`src/rtl/npr_pkg.sv`:
```
// Package for the nearest palette pen remap block: sizes, codes, the tag that
// follows a palette read through the distance unit, and colour helpers.
// Used by npr_if, npr_dist_unit and the core; depends on nothing.
package npr_pkg;

  localparam int unsigned PENS      = 32;
  localparam int unsigned PEN_AW    = $clog2(PENS);
  localparam int unsigned PEN_W     = 5;
  localparam int unsigned WORD_W    = 12;
  localparam int unsigned COLOR_W   = 24;
  localparam int unsigned CHAN_W    = 8;
  localparam int unsigned SQ_W      = 2 * CHAN_W;
  localparam int unsigned DIST_W    = 18;
  localparam int unsigned CFG_IDX_W = 2;

  localparam logic [PEN_AW-1:0] FIRST_PEN = PEN_AW'(1);
  localparam logic [PEN_AW-1:0] LAST_PEN  = PEN_AW'(PENS - 1);
  // Above any real distance (3 * 255 * 255), so the first entry always wins.
  localparam logic [DIST_W-1:0] DIST_INIT = '1;

  typedef enum logic [CFG_IDX_W-1:0] {
    CFG_MAP_ENABLE    = 2'd0,
    CFG_PALETTE_READY = 2'd1
  } cfg_idx_e;

  typedef enum logic {
    REQ_LOAD  = 1'b0,
    REQ_REMAP = 1'b1
  } req_type_e;

  typedef struct packed {
    logic              vld;
    logic              last;
    logic [PEN_AW-1:0] idx;
  } npr_tag_t;

  // Multiplying a nibble by 17 is the same as repeating it in both halves.
  function automatic logic [COLOR_W-1:0] expand_word(input logic [WORD_W-1:0] w);
    return {w[11:8], w[11:8], w[7:4], w[7:4], w[3:0], w[3:0]};
  endfunction

  function automatic logic pen_in_range(input logic [PEN_W-1:0] p);
    return (32'(p) < 32'(PENS));
  endfunction

endpackage

```
`src/rtl/npr_if.sv`:
```
// Channel interfaces of the nearest palette pen remap block: request items,
// result items and configuration writes. Depends on npr_pkg.
interface npr_in_if;
  import npr_pkg::*;
  logic                 valid;
  logic                 ready;
  logic                 req_type;
  logic [PEN_W-1:0]     pen_index;
  logic [WORD_W-1:0]    color_word;
  logic [COLOR_W-1:0]   host_color;
  modport source (output valid, req_type, pen_index, color_word, host_color, input ready);
  modport sink   (input valid, req_type, pen_index, color_word, host_color, output ready);
endinterface

interface npr_out_if;
  import npr_pkg::*;
  logic                valid;
  logic                ready;
  logic [PEN_W-1:0]    mapped_pen;
  logic [DIST_W-1:0]   best_distance;
  modport source (output valid, mapped_pen, best_distance, input ready);
  modport sink   (input valid, mapped_pen, best_distance, output ready);
endinterface

interface npr_cfg_if;
  import npr_pkg::*;
  logic                 valid;
  logic                 ready;
  logic [CFG_IDX_W-1:0] index;
  logic                 data;
  modport source (output valid, index, data, input ready);
  modport sink   (input valid, index, data, output ready);
endinterface

```
`src/rtl/npr_ram.sv`:
```
// Generic single write port, single read port RAM with registered read data.
// Self-contained; used for the host palette store.
module npr_ram #(
  parameter int unsigned WIDTH = 24,
  parameter int unsigned DEPTH = 32
) (
  input  logic                     clk_i,
  input  logic                     we_i,
  input  logic [$clog2(DEPTH)-1:0] waddr_i,
  input  logic [WIDTH-1:0]         wdata_i,
  input  logic [$clog2(DEPTH)-1:0] raddr_i,
  output logic [WIDTH-1:0]         rdata_o
);

  logic [WIDTH-1:0] mem_q [DEPTH];

  always_ff @(posedge clk_i) begin
    if (we_i) begin
      mem_q[waddr_i] <= wdata_i;
    end
    rdata_o <= mem_q[raddr_i];
  end

endmodule

```
`src/rtl/npr_dist_unit.sv`:
```
// Shared squared-distance unit: two register stages, channel squares then
// their sum, with the palette read tag carried alongside. Depends on npr_pkg.
module npr_dist_unit (
  input  logic                    clk_i,
  input  logic                    rst_ni,
  input  npr_pkg::npr_tag_t       tag_i,
  input  logic [npr_pkg::COLOR_W-1:0] ref_i,
  input  logic [npr_pkg::COLOR_W-1:0] entry_i,
  output npr_pkg::npr_tag_t       tag_o,
  output logic [npr_pkg::DIST_W-1:0]  dist_o
);
  import npr_pkg::*;

  logic [CHAN_W-1:0] diff [3];
  logic [SQ_W-1:0]   sq_d [3];
  logic [SQ_W-1:0]   sq_q [3];
  npr_tag_t          tag1_q;
  npr_tag_t          tag2_q;
  logic [DIST_W-1:0] dist_q;

  always_comb begin
    for (int c = 0; c < 3; c++) begin
      logic [CHAN_W-1:0] a;
      logic [CHAN_W-1:0] b;
      a = ref_i[c*CHAN_W +: CHAN_W];
      b = entry_i[c*CHAN_W +: CHAN_W];
      diff[c] = (a > b) ? (a - b) : (b - a);
      sq_d[c] = diff[c] * diff[c];
    end
  end

  always_ff @(posedge clk_i or negedge rst_ni) begin
    if (!rst_ni) begin
      tag1_q <= '0;
      tag2_q <= '0;
    end else begin
      tag1_q <= tag_i;
      tag2_q <= tag1_q;
    end
  end

  always_ff @(posedge clk_i) begin
    sq_q   <= sq_d;
    dist_q <= DIST_W'(sq_q[0]) + DIST_W'(sq_q[1]) + DIST_W'(sq_q[2]);
  end

  assign tag_o  = tag2_q;
  assign dist_o = dist_q;

endmodule

```
`src/rtl/nearest_palette_pen_remap_core.sv`:
```
// Top level of the nearest palette pen remap block: sequencer, best-match
// tracking, configuration and result register.
// Depends on npr_pkg, npr_if, npr_ram and npr_dist_unit.

// A load transaction writes one host palette entry and produces no result. A
// remap transaction with mapping enabled and the palette ready reads host
// entries 1 to PENS-1 through the single palette read port, one per cycle,
// into one squared-distance unit; no further transaction is taken until its
// result has been moved into the result register. An identity remap (mapping
// off, palette not ready, pen zero or a pen beyond the palette) skips the
// search. The input is not ready while a remap is in progress; the result
// register lets a load be taken while a result waits to be collected.
// Entries that were never loaded must not be searched; their contents are
// undefined after reset.
module nearest_palette_pen_remap_core (
  input  logic   clk_i,
  input  logic   rst_ni,
  npr_in_if.sink    in_i,
  npr_out_if.source out_o,
  npr_cfg_if.sink   cfg_i
);
  import npr_pkg::*;

  typedef enum logic [2:0] {
    ST_IDLE   = 3'b001,
    ST_SWEEP  = 3'b010,
    ST_FINISH = 3'b100
  } state_e;

  state_e state_q, state_d;

  logic map_enable_q, palette_ready_q;

  logic              in_acc;
  logic              is_load;
  logic              mapping;
  logic              ram_we;
  logic [COLOR_W-1:0] ram_rdata;

  logic [COLOR_W-1:0] ref_q, ref_d;
  logic [PEN_AW-1:0]  cnt_q, cnt_d;
  logic               issuing_q, issuing_d;
  npr_tag_t           rd_tag_q, rd_tag_d;
  npr_tag_t           dist_tag;
  logic [DIST_W-1:0]  cur_dist;

  logic [PEN_W-1:0]  best_pen_q, best_pen_d;
  logic [DIST_W-1:0] best_dist_q, best_dist_d;
  logic              take;

  logic              out_valid_q, out_valid_d;
  logic [PEN_W-1:0]  out_pen_q, out_pen_d;
  logic [DIST_W-1:0] out_dist_q, out_dist_d;
  logic              out_load;

  // Configuration port.
  assign cfg_i.ready = 1'b1;

  always_ff @(posedge clk_i or negedge rst_ni) begin
    if (!rst_ni) begin
      map_enable_q    <= 1'b0;
      palette_ready_q <= 1'b0;
    end else if (cfg_i.valid) begin
      unique case (cfg_i.index)
        CFG_MAP_ENABLE:    map_enable_q    <= cfg_i.data;
        CFG_PALETTE_READY: palette_ready_q <= cfg_i.data;
        default: ;
      endcase
    end
  end

  // Input side.
  assign in_i.ready = (state_q == ST_IDLE);
  assign in_acc     = in_i.valid && in_i.ready;
  assign is_load    = (in_i.req_type == REQ_LOAD);
  assign ram_we     = in_acc && is_load && pen_in_range(in_i.pen_index);
  assign mapping    = map_enable_q && palette_ready_q && pen_in_range(in_i.pen_index)
                      && (in_i.pen_index != '0);

  npr_ram #(
    .WIDTH (COLOR_W),
    .DEPTH (PENS)
  ) u_palette (
    .clk_i   (clk_i),
    .we_i    (ram_we),
    .waddr_i (PEN_AW'(in_i.pen_index)),
    .wdata_i (in_i.host_color),
    .raddr_i (cnt_q),
    .rdata_o (ram_rdata)
  );

  npr_dist_unit u_dist (
    .clk_i   (clk_i),
    .rst_ni  (rst_ni),
    .tag_i   (rd_tag_q),
    .ref_i   (ref_q),
    .entry_i (ram_rdata),
    .tag_o   (dist_tag),
    .dist_o  (cur_dist)
  );

  assign take     = dist_tag.vld && (cur_dist < best_dist_q);
  assign out_load = (state_q == ST_FINISH) && (!out_valid_q || out_o.ready);

  always_comb begin
    state_d     = state_q;
    ref_d       = ref_q;
    cnt_d       = cnt_q;
    issuing_d   = issuing_q;
    best_pen_d  = best_pen_q;
    best_dist_d = best_dist_q;

    rd_tag_d.vld  = issuing_q;
    rd_tag_d.last = (cnt_q == LAST_PEN);
    rd_tag_d.idx  = cnt_q;

    unique case (state_q)
      ST_IDLE: begin
        if (in_acc && !is_load) begin
          ref_d = expand_word(in_i.color_word);
          if (mapping) begin
            cnt_d       = FIRST_PEN;
            issuing_d   = 1'b1;
            best_pen_d  = PEN_W'(FIRST_PEN);
            best_dist_d = DIST_INIT;
            state_d     = ST_SWEEP;
          end else begin
            // Identity result; pen zero maps to zero, which is the same value.
            best_pen_d  = in_i.pen_index;
            best_dist_d = '0;
            state_d     = ST_FINISH;
          end
        end
      end
      ST_SWEEP: begin
        if (issuing_q) begin
          cnt_d = cnt_q + PEN_AW'(1);
          if (cnt_q == LAST_PEN) begin
            issuing_d = 1'b0;
          end
        end
        if (take) begin
          best_pen_d  = PEN_W'(dist_tag.idx);
          best_dist_d = cur_dist;
        end
        if (dist_tag.vld && dist_tag.last) begin
          state_d = ST_FINISH;
        end
      end
      ST_FINISH: begin
        if (out_load) begin
          state_d = ST_IDLE;
        end
      end
      default: state_d = ST_IDLE;
    endcase
  end

  always_ff @(posedge clk_i or negedge rst_ni) begin
    if (!rst_ni) begin
      state_q   <= ST_IDLE;
      issuing_q <= 1'b0;
      rd_tag_q  <= '0;
      cnt_q     <= '0;
    end else begin
      state_q   <= state_d;
      issuing_q <= issuing_d;
      rd_tag_q  <= rd_tag_d;
      cnt_q     <= cnt_d;
    end
  end

  always_ff @(posedge clk_i) begin
    ref_q       <= ref_d;
    best_pen_q  <= best_pen_d;
    best_dist_q <= best_dist_d;
  end

  // Result register; a finished result waits here until the sink takes it.
  always_comb begin
    out_valid_d = out_valid_q;
    out_pen_d   = out_pen_q;
    out_dist_d  = out_dist_q;
    if (out_load) begin
      out_valid_d = 1'b1;
      out_pen_d   = best_pen_q;
      out_dist_d  = best_dist_q;
    end else if (out_o.ready) begin
      out_valid_d = 1'b0;
    end
  end

  always_ff @(posedge clk_i or negedge rst_ni) begin
    if (!rst_ni) begin
      out_valid_q <= 1'b0;
    end else begin
      out_valid_q <= out_valid_d;
    end
  end

  always_ff @(posedge clk_i) begin
    out_pen_q  <= out_pen_d;
    out_dist_q <= out_dist_d;
  end

  assign out_o.valid         = out_valid_q;
  assign out_o.mapped_pen    = out_pen_q;
  assign out_o.best_distance = out_dist_q;

endmodule
```
`src/flat_wrapper.sv`:
```
// flat-port wrapper written by rule: the top's interface ports become plain ports
module nearest_palette_pen_remap_core_flat import npr_pkg::*;
  (clk_i, rst_ni, in_i_valid, in_i_req_type, in_i_pen_index, in_i_color_word, in_i_host_color, in_i_ready, out_o_valid, out_o_mapped_pen, out_o_best_distance, out_o_ready, cfg_i_valid, cfg_i_index, cfg_i_data, cfg_i_ready);
  npr_in_if in_i_i ();
  npr_out_if out_o_i ();
  npr_cfg_if cfg_i_i ();
  input  logic clk_i;
  input  logic rst_ni;
  input wire logic [$bits(in_i_i.valid)-1:0] in_i_valid;
  input wire logic [$bits(in_i_i.req_type)-1:0] in_i_req_type;
  input wire logic [$bits(in_i_i.pen_index)-1:0] in_i_pen_index;
  input wire logic [$bits(in_i_i.color_word)-1:0] in_i_color_word;
  input wire logic [$bits(in_i_i.host_color)-1:0] in_i_host_color;
  output wire logic [$bits(in_i_i.ready)-1:0] in_i_ready;
  output wire logic [$bits(out_o_i.valid)-1:0] out_o_valid;
  output wire logic [$bits(out_o_i.mapped_pen)-1:0] out_o_mapped_pen;
  output wire logic [$bits(out_o_i.best_distance)-1:0] out_o_best_distance;
  input wire logic [$bits(out_o_i.ready)-1:0] out_o_ready;
  input wire logic [$bits(cfg_i_i.valid)-1:0] cfg_i_valid;
  input wire logic [$bits(cfg_i_i.index)-1:0] cfg_i_index;
  input wire logic [$bits(cfg_i_i.data)-1:0] cfg_i_data;
  output wire logic [$bits(cfg_i_i.ready)-1:0] cfg_i_ready;
  assign in_i_i.valid = in_i_valid;
  assign in_i_i.req_type = in_i_req_type;
  assign in_i_i.pen_index = in_i_pen_index;
  assign in_i_i.color_word = in_i_color_word;
  assign in_i_i.host_color = in_i_host_color;
  assign in_i_ready = in_i_i.ready;
  assign out_o_valid = out_o_i.valid;
  assign out_o_mapped_pen = out_o_i.mapped_pen;
  assign out_o_best_distance = out_o_i.best_distance;
  assign out_o_i.ready = out_o_ready;
  assign cfg_i_i.valid = cfg_i_valid;
  assign cfg_i_i.index = cfg_i_index;
  assign cfg_i_i.data = cfg_i_data;
  assign cfg_i_ready = cfg_i_i.ready;
  nearest_palette_pen_remap_core u_core (.clk_i(clk_i), .rst_ni(rst_ni), .in_i(in_i_i), .out_o(out_o_i), .cfg_i(cfg_i_i));
endmodule
```
`config.mk`:
```
export PLATFORM = sky130hd
export DESIGN_NAME = nearest_palette_pen_remap_core_flat
export DESIGN_NICKNAME = d
export VERILOG_FILES = /design/src/rtl/npr_pkg.sv /design/src/rtl/npr_if.sv /design/src/rtl/npr_ram.sv /design/src/rtl/npr_dist_unit.sv /design/src/rtl/nearest_palette_pen_remap_core.sv /design/src/flat_wrapper.sv
export SDC_FILE = /design/constraint.sdc
export NUM_CORES = 1
export LEC_CHECK = 0
export BUFFER_PORTS_ARGS = -buffer_cell sky130_fd_sc_hd__buf_2
export CAP_MARGIN = 20
export CORE_AREA = 4 4 425 427
export CTS_BUF_LIST = sky130_fd_sc_hd__clkbuf_16
export CTS_CLUSTER_DIAMETER = 150
export DETAILED_ROUTE_END_ITERATION = 10
export DIE_AREA = 0 0 429 431
export PLACE_DENSITY = 0.45
export SLEW_MARGIN = 5
export SYNTH_ARGS = -nofsm -noshare
export SYNTH_HDL_FRONTEND = slang
export SYNTH_SLANG_ARGS = --single-unit
export TNS_END_PERCENT = 20
```
`constraint.sdc`:
```
create_clock -name clk_i -period 6.6 [get_ports clk_i]
set_clock_uncertainty 0.1 [all_clocks]
set_input_delay 0.66 -clock clk_i [delete_from_list [all_inputs] [get_ports clk_i]]
set_output_delay 0.66 -clock clk_i [all_outputs]
set_load 0.005 [all_outputs]
```
==> out/results.tsv <==
stage	metric	value	unit
floorplanning	num_rows	154	
setup_path	critPathLaunchType	flop	
layout	seq_area	27400	sq um
placed_design	portBuffers	74	
route	drc	0	
route	drt_wl_total	105000	microns
yosys	synth_top_family_by_area	multiplexers	
setup_path	cpMostUsedCell	inv_1	
timing	min_period_over_period	0.957	
yosys	synth_xor_area_frac	0.0161	
placed_design	dp_hpwl	63800	microns
layout	nFillCells	17700	
layout	final_util	0.279	
route	routedWlPerCell	20.8	microns
yosys	synth.distinct_cells	84	
clock_tree	cts_root_buffer	clkbuf_16	
run	max_cap_violations	0	
yosys	ys_ff_latch	946	
layout	drive_above_1_share	0.225	
grt	grtUsageTotal	0.113	
clock_tree	clock_path_buffers	3	
timing	setup_viol	0	
layout	area_growth	16.7	%
timing	slew_viol_final	0	
clock_tree	cts_buffers	103	
route	vias	21500	
grt	grt_pass1_wl	157000	microns
clock_tree	path_clk_slew	0.06	ns
yosys	synth-edff-count	826	
setup_path	cp.required	7.06	ns
setup_path	worstPathArrival	6.78	ns
yosys	synth.area.mux_share	0.133	
status	outcome	finished clean	
yosys	ys_seq_area_frac	0.649	
yosys	synth-simple-area-share	0.0414	
min_path	min_from	in_i_color_word[11]	
yosys	async_reset_ff_frac	0.0349	
clock_tree	cts_tree	yes	
timing	max_slew_margin	0.310	
yosys	synth_compound_area_frac	0.0386	
timing	finalHoldViolCount	0	
yosys	synthAdderAreaFrac	0.0953	
setup_path	crit_type	reg -> reg	
clock_tree	clock_latency	0.71	ns
setup_path	r2r-start	u_core.ref_q[4]	
yosys	avgSynthCellArea	17.1	sq um
setup_path	slowest_delay	0.52	ns
yosys	synthFlopType	edfxtp_1	
floorplanning	coreArea	176000	sq um
route	first_pass_iters	5	
timing	max_freq	158	MHz
timing	tightest_slew	1.03	ns
setup_path	cp_slowest_cell	fa_1	
route	viasPerCell	4.25	
clock_tree	cts.sinks	946	
route	ant_nets	0	
floorplanning	die_area	185000	sq um
floorplanning	start_util	0.239	
grt	grt_pass1_vias	23000	
floorplanning	ios	76	
floorplanning	die-height	431	microns
floorplanning	die_x	429	microns
setup_path	startpoint	u_core.ref_q[4]	
yosys	synth_area	42200	sq um
route	drtIter0Drc	1420	
timing	period_minus_slack	6.32	ns
clock_tree	ctsHtreeMaxLevel	3	
placed_design	pre_cts_slack	0.119	ns
layout	nets	2954	
yosys	syn-instance-count	2460	
min_path	hold_path_class	in -> reg	
layout	multi_input_area	14000	sq um
grt	antenna_found_initial	9	
yosys	yosys_warnings	0	
setup_path	worstSetupEndpointType	flop	
placed_design	gp_congestion	0.757	
grt	grt_overflow	0	
grt	grt_max_degree	62	
timing	layout_setup_ws	0.283	ns
setup_path	worst-path-max-fanout	6	
==> per-layer routing <==
metal / GRT usage / vias up / share of wire
li1: - / 9715 / -
met1: 0.147 / 11300 / 0.43
met2: 0.196 / 367 / 0.50
met3: 0.0200 / 161 / 0.038
met4: 0.0297 / 2 / 0.025
met5: 0 / - / 0.00012
==> what timing repair did <==
item / CTS / global route
buffers inserted: 0 / 11
resized for setup: 0 / 13
hold buffers: 2 / 0
hold endpoints to repair: 33 / 0
setup endpoints to repair: 0 / 9
==> synthesized netlist by cell type (6+ instances only) <==
master,instances,area [sq um]
o21bai_1,9,67.6
a21o_1,49,368
and3_1,6,37.5
nor2b_1,12,75.1
a211oi_1,7,52.6
nor3_1,14,70.1
xor2_1,25,219
mux2i_1,15,150
ha_1,166,2080
or2_2,16,100
nand2_1,121,454
a31oi_1,10,62.6
buf_2,26,130
dfxtp_1,87,1740
nand3_1,9,45.0
inv_1,202,758
edfxtp_1,826,24800
clkbuf_1,52,195
mux4_2,240,5410
buf_1,6,22.5
nor2_1,143,537
o21ai_0,39,195
nand4_1,13,81.3
o21a_1,11,82.6
dfrtp_1,32,801
nand3b_1,6,45.0
xnor2_1,45,394
fa_1,97,1940
nand2b_1,12,75.1
a21oi_1,73,365
==> state kept, by name, indices dropped and copies added, names as in the netlist, 3 cells and up <==
signal                      cells
u_core.u_dist.tag_o             7
u_core.out_o.best_distance     18
u_core.cnt_q                    5
u_core.ref_q                   12
u_core.u_dist.dist_o           18
u_core.u_dist.sq_q             45
u_core.u_palette.rdata_o       24
u_core.u_palette.mem_q        768
u_core.u_dist.tag1_q            7
u_core.rd_tag_q                 7
u_core.state_q                  3
u_core.out_o.mapped_pen         5
u_core.best_dist_q             18
u_core.best_pen_q               5
==> worst max-delay path, delay by kind of cell, from the launching register on <==
family / cells / cell delay [ns]
adder cells (fa/ha/maj): 7 / 2.77
AND/OR/NAND/NOR: 4 / 1.05
flip-flops: 1 / 0.43
multiplexers: 1 / 0.19
AO/OA/AOI/OAI: 5 / 0.98
buffers and inverters: 7 / 0.51
XOR/XNOR: 1 / 0.16
==> worst paths after layout <==
check,cells past startpoint,to,slack (ns)
max in group asynchronous,2,u_core.cnt_q[0],5.24
worst max-delay path,25,u_core.u_dist.sq_q[44],0.28
worst min-delay path,1,u_core.ref_q[19],0.05
worst min register to register,0,u_core.u_dist.tag_o[6],0.24
min in group asynchronous,2,u_core.out_o.valid,0.51
worst max register to register,25,u_core.u_dist.sq_q[44],0.28
==> cell usage in the layout, fill, tap and decap left out, types with 19 or more instances in the layout <==
cell	n
nor2_4	33
buf_2	74
edfxtp_1	826
clkbuf_16	104
ha_1	165
inv_1	241
dfrtp_1	28
mux4_2	240
xor2_1	25
xnor2_1	44
a21oi_1	73
buf_4	81
clkinv_1	19
a21o_1	49
fa_1	96
o21ai_0	38
nand2_1	121
dfxtp_1	87
nor2_1	110
==> cell type report <==
class / instances / share of cell area
antenna: 2 / 0.000102
tap: 2340 / 0.0595
inverter: 203 / 0.0155
multi-input combinational: 1226 / 0.284
sequential: 946 / 0.556
clock inverter: 81 / 0.0102
timing repair buffer: 161 / 0.0216
clock buffer: 104 / 0.0529
==> through the flow <==
| stage | cells | TNS [ns] | hold WS (ns) | instance area (sq um) |
|---|---|---|---|---|
| detailed placement | 4862 | 0 | 0.235 | 46000 |
| finish | 5063 | 0 | 0.0510 | 49200 |
| floorplan | 2462 | 0 | 0.231 | 42200 |
| CTS | 5049 | 0 | 0.000596 | 49100 |
| global placement | 4862 | 0 | 0.232 | 46000 |
| global route | 5062 | -0.0218 | 0.0218 | 49200 |
==> logic make-up (layout without fill, tap and decap cells) <==
| group | Yosys count | after routing |
|---|---|---|
| adders and majority gates | 263 | 263 |
| muxes | 258 | 258 |
| other | 2 | 6 |
| and+or+nand+nor | 382 | 382 |
| xor gates and xnor gates | 74 | 74 |
| buffers and inverters | 290 | 549 |
| DFF | 946 | 946 |
| AOI/OAI and AO/OA | 245 | 245 |
Power is not shown: default switching activity piles up to over one toggle a cycle in this logic, so the estimate is an artifact.
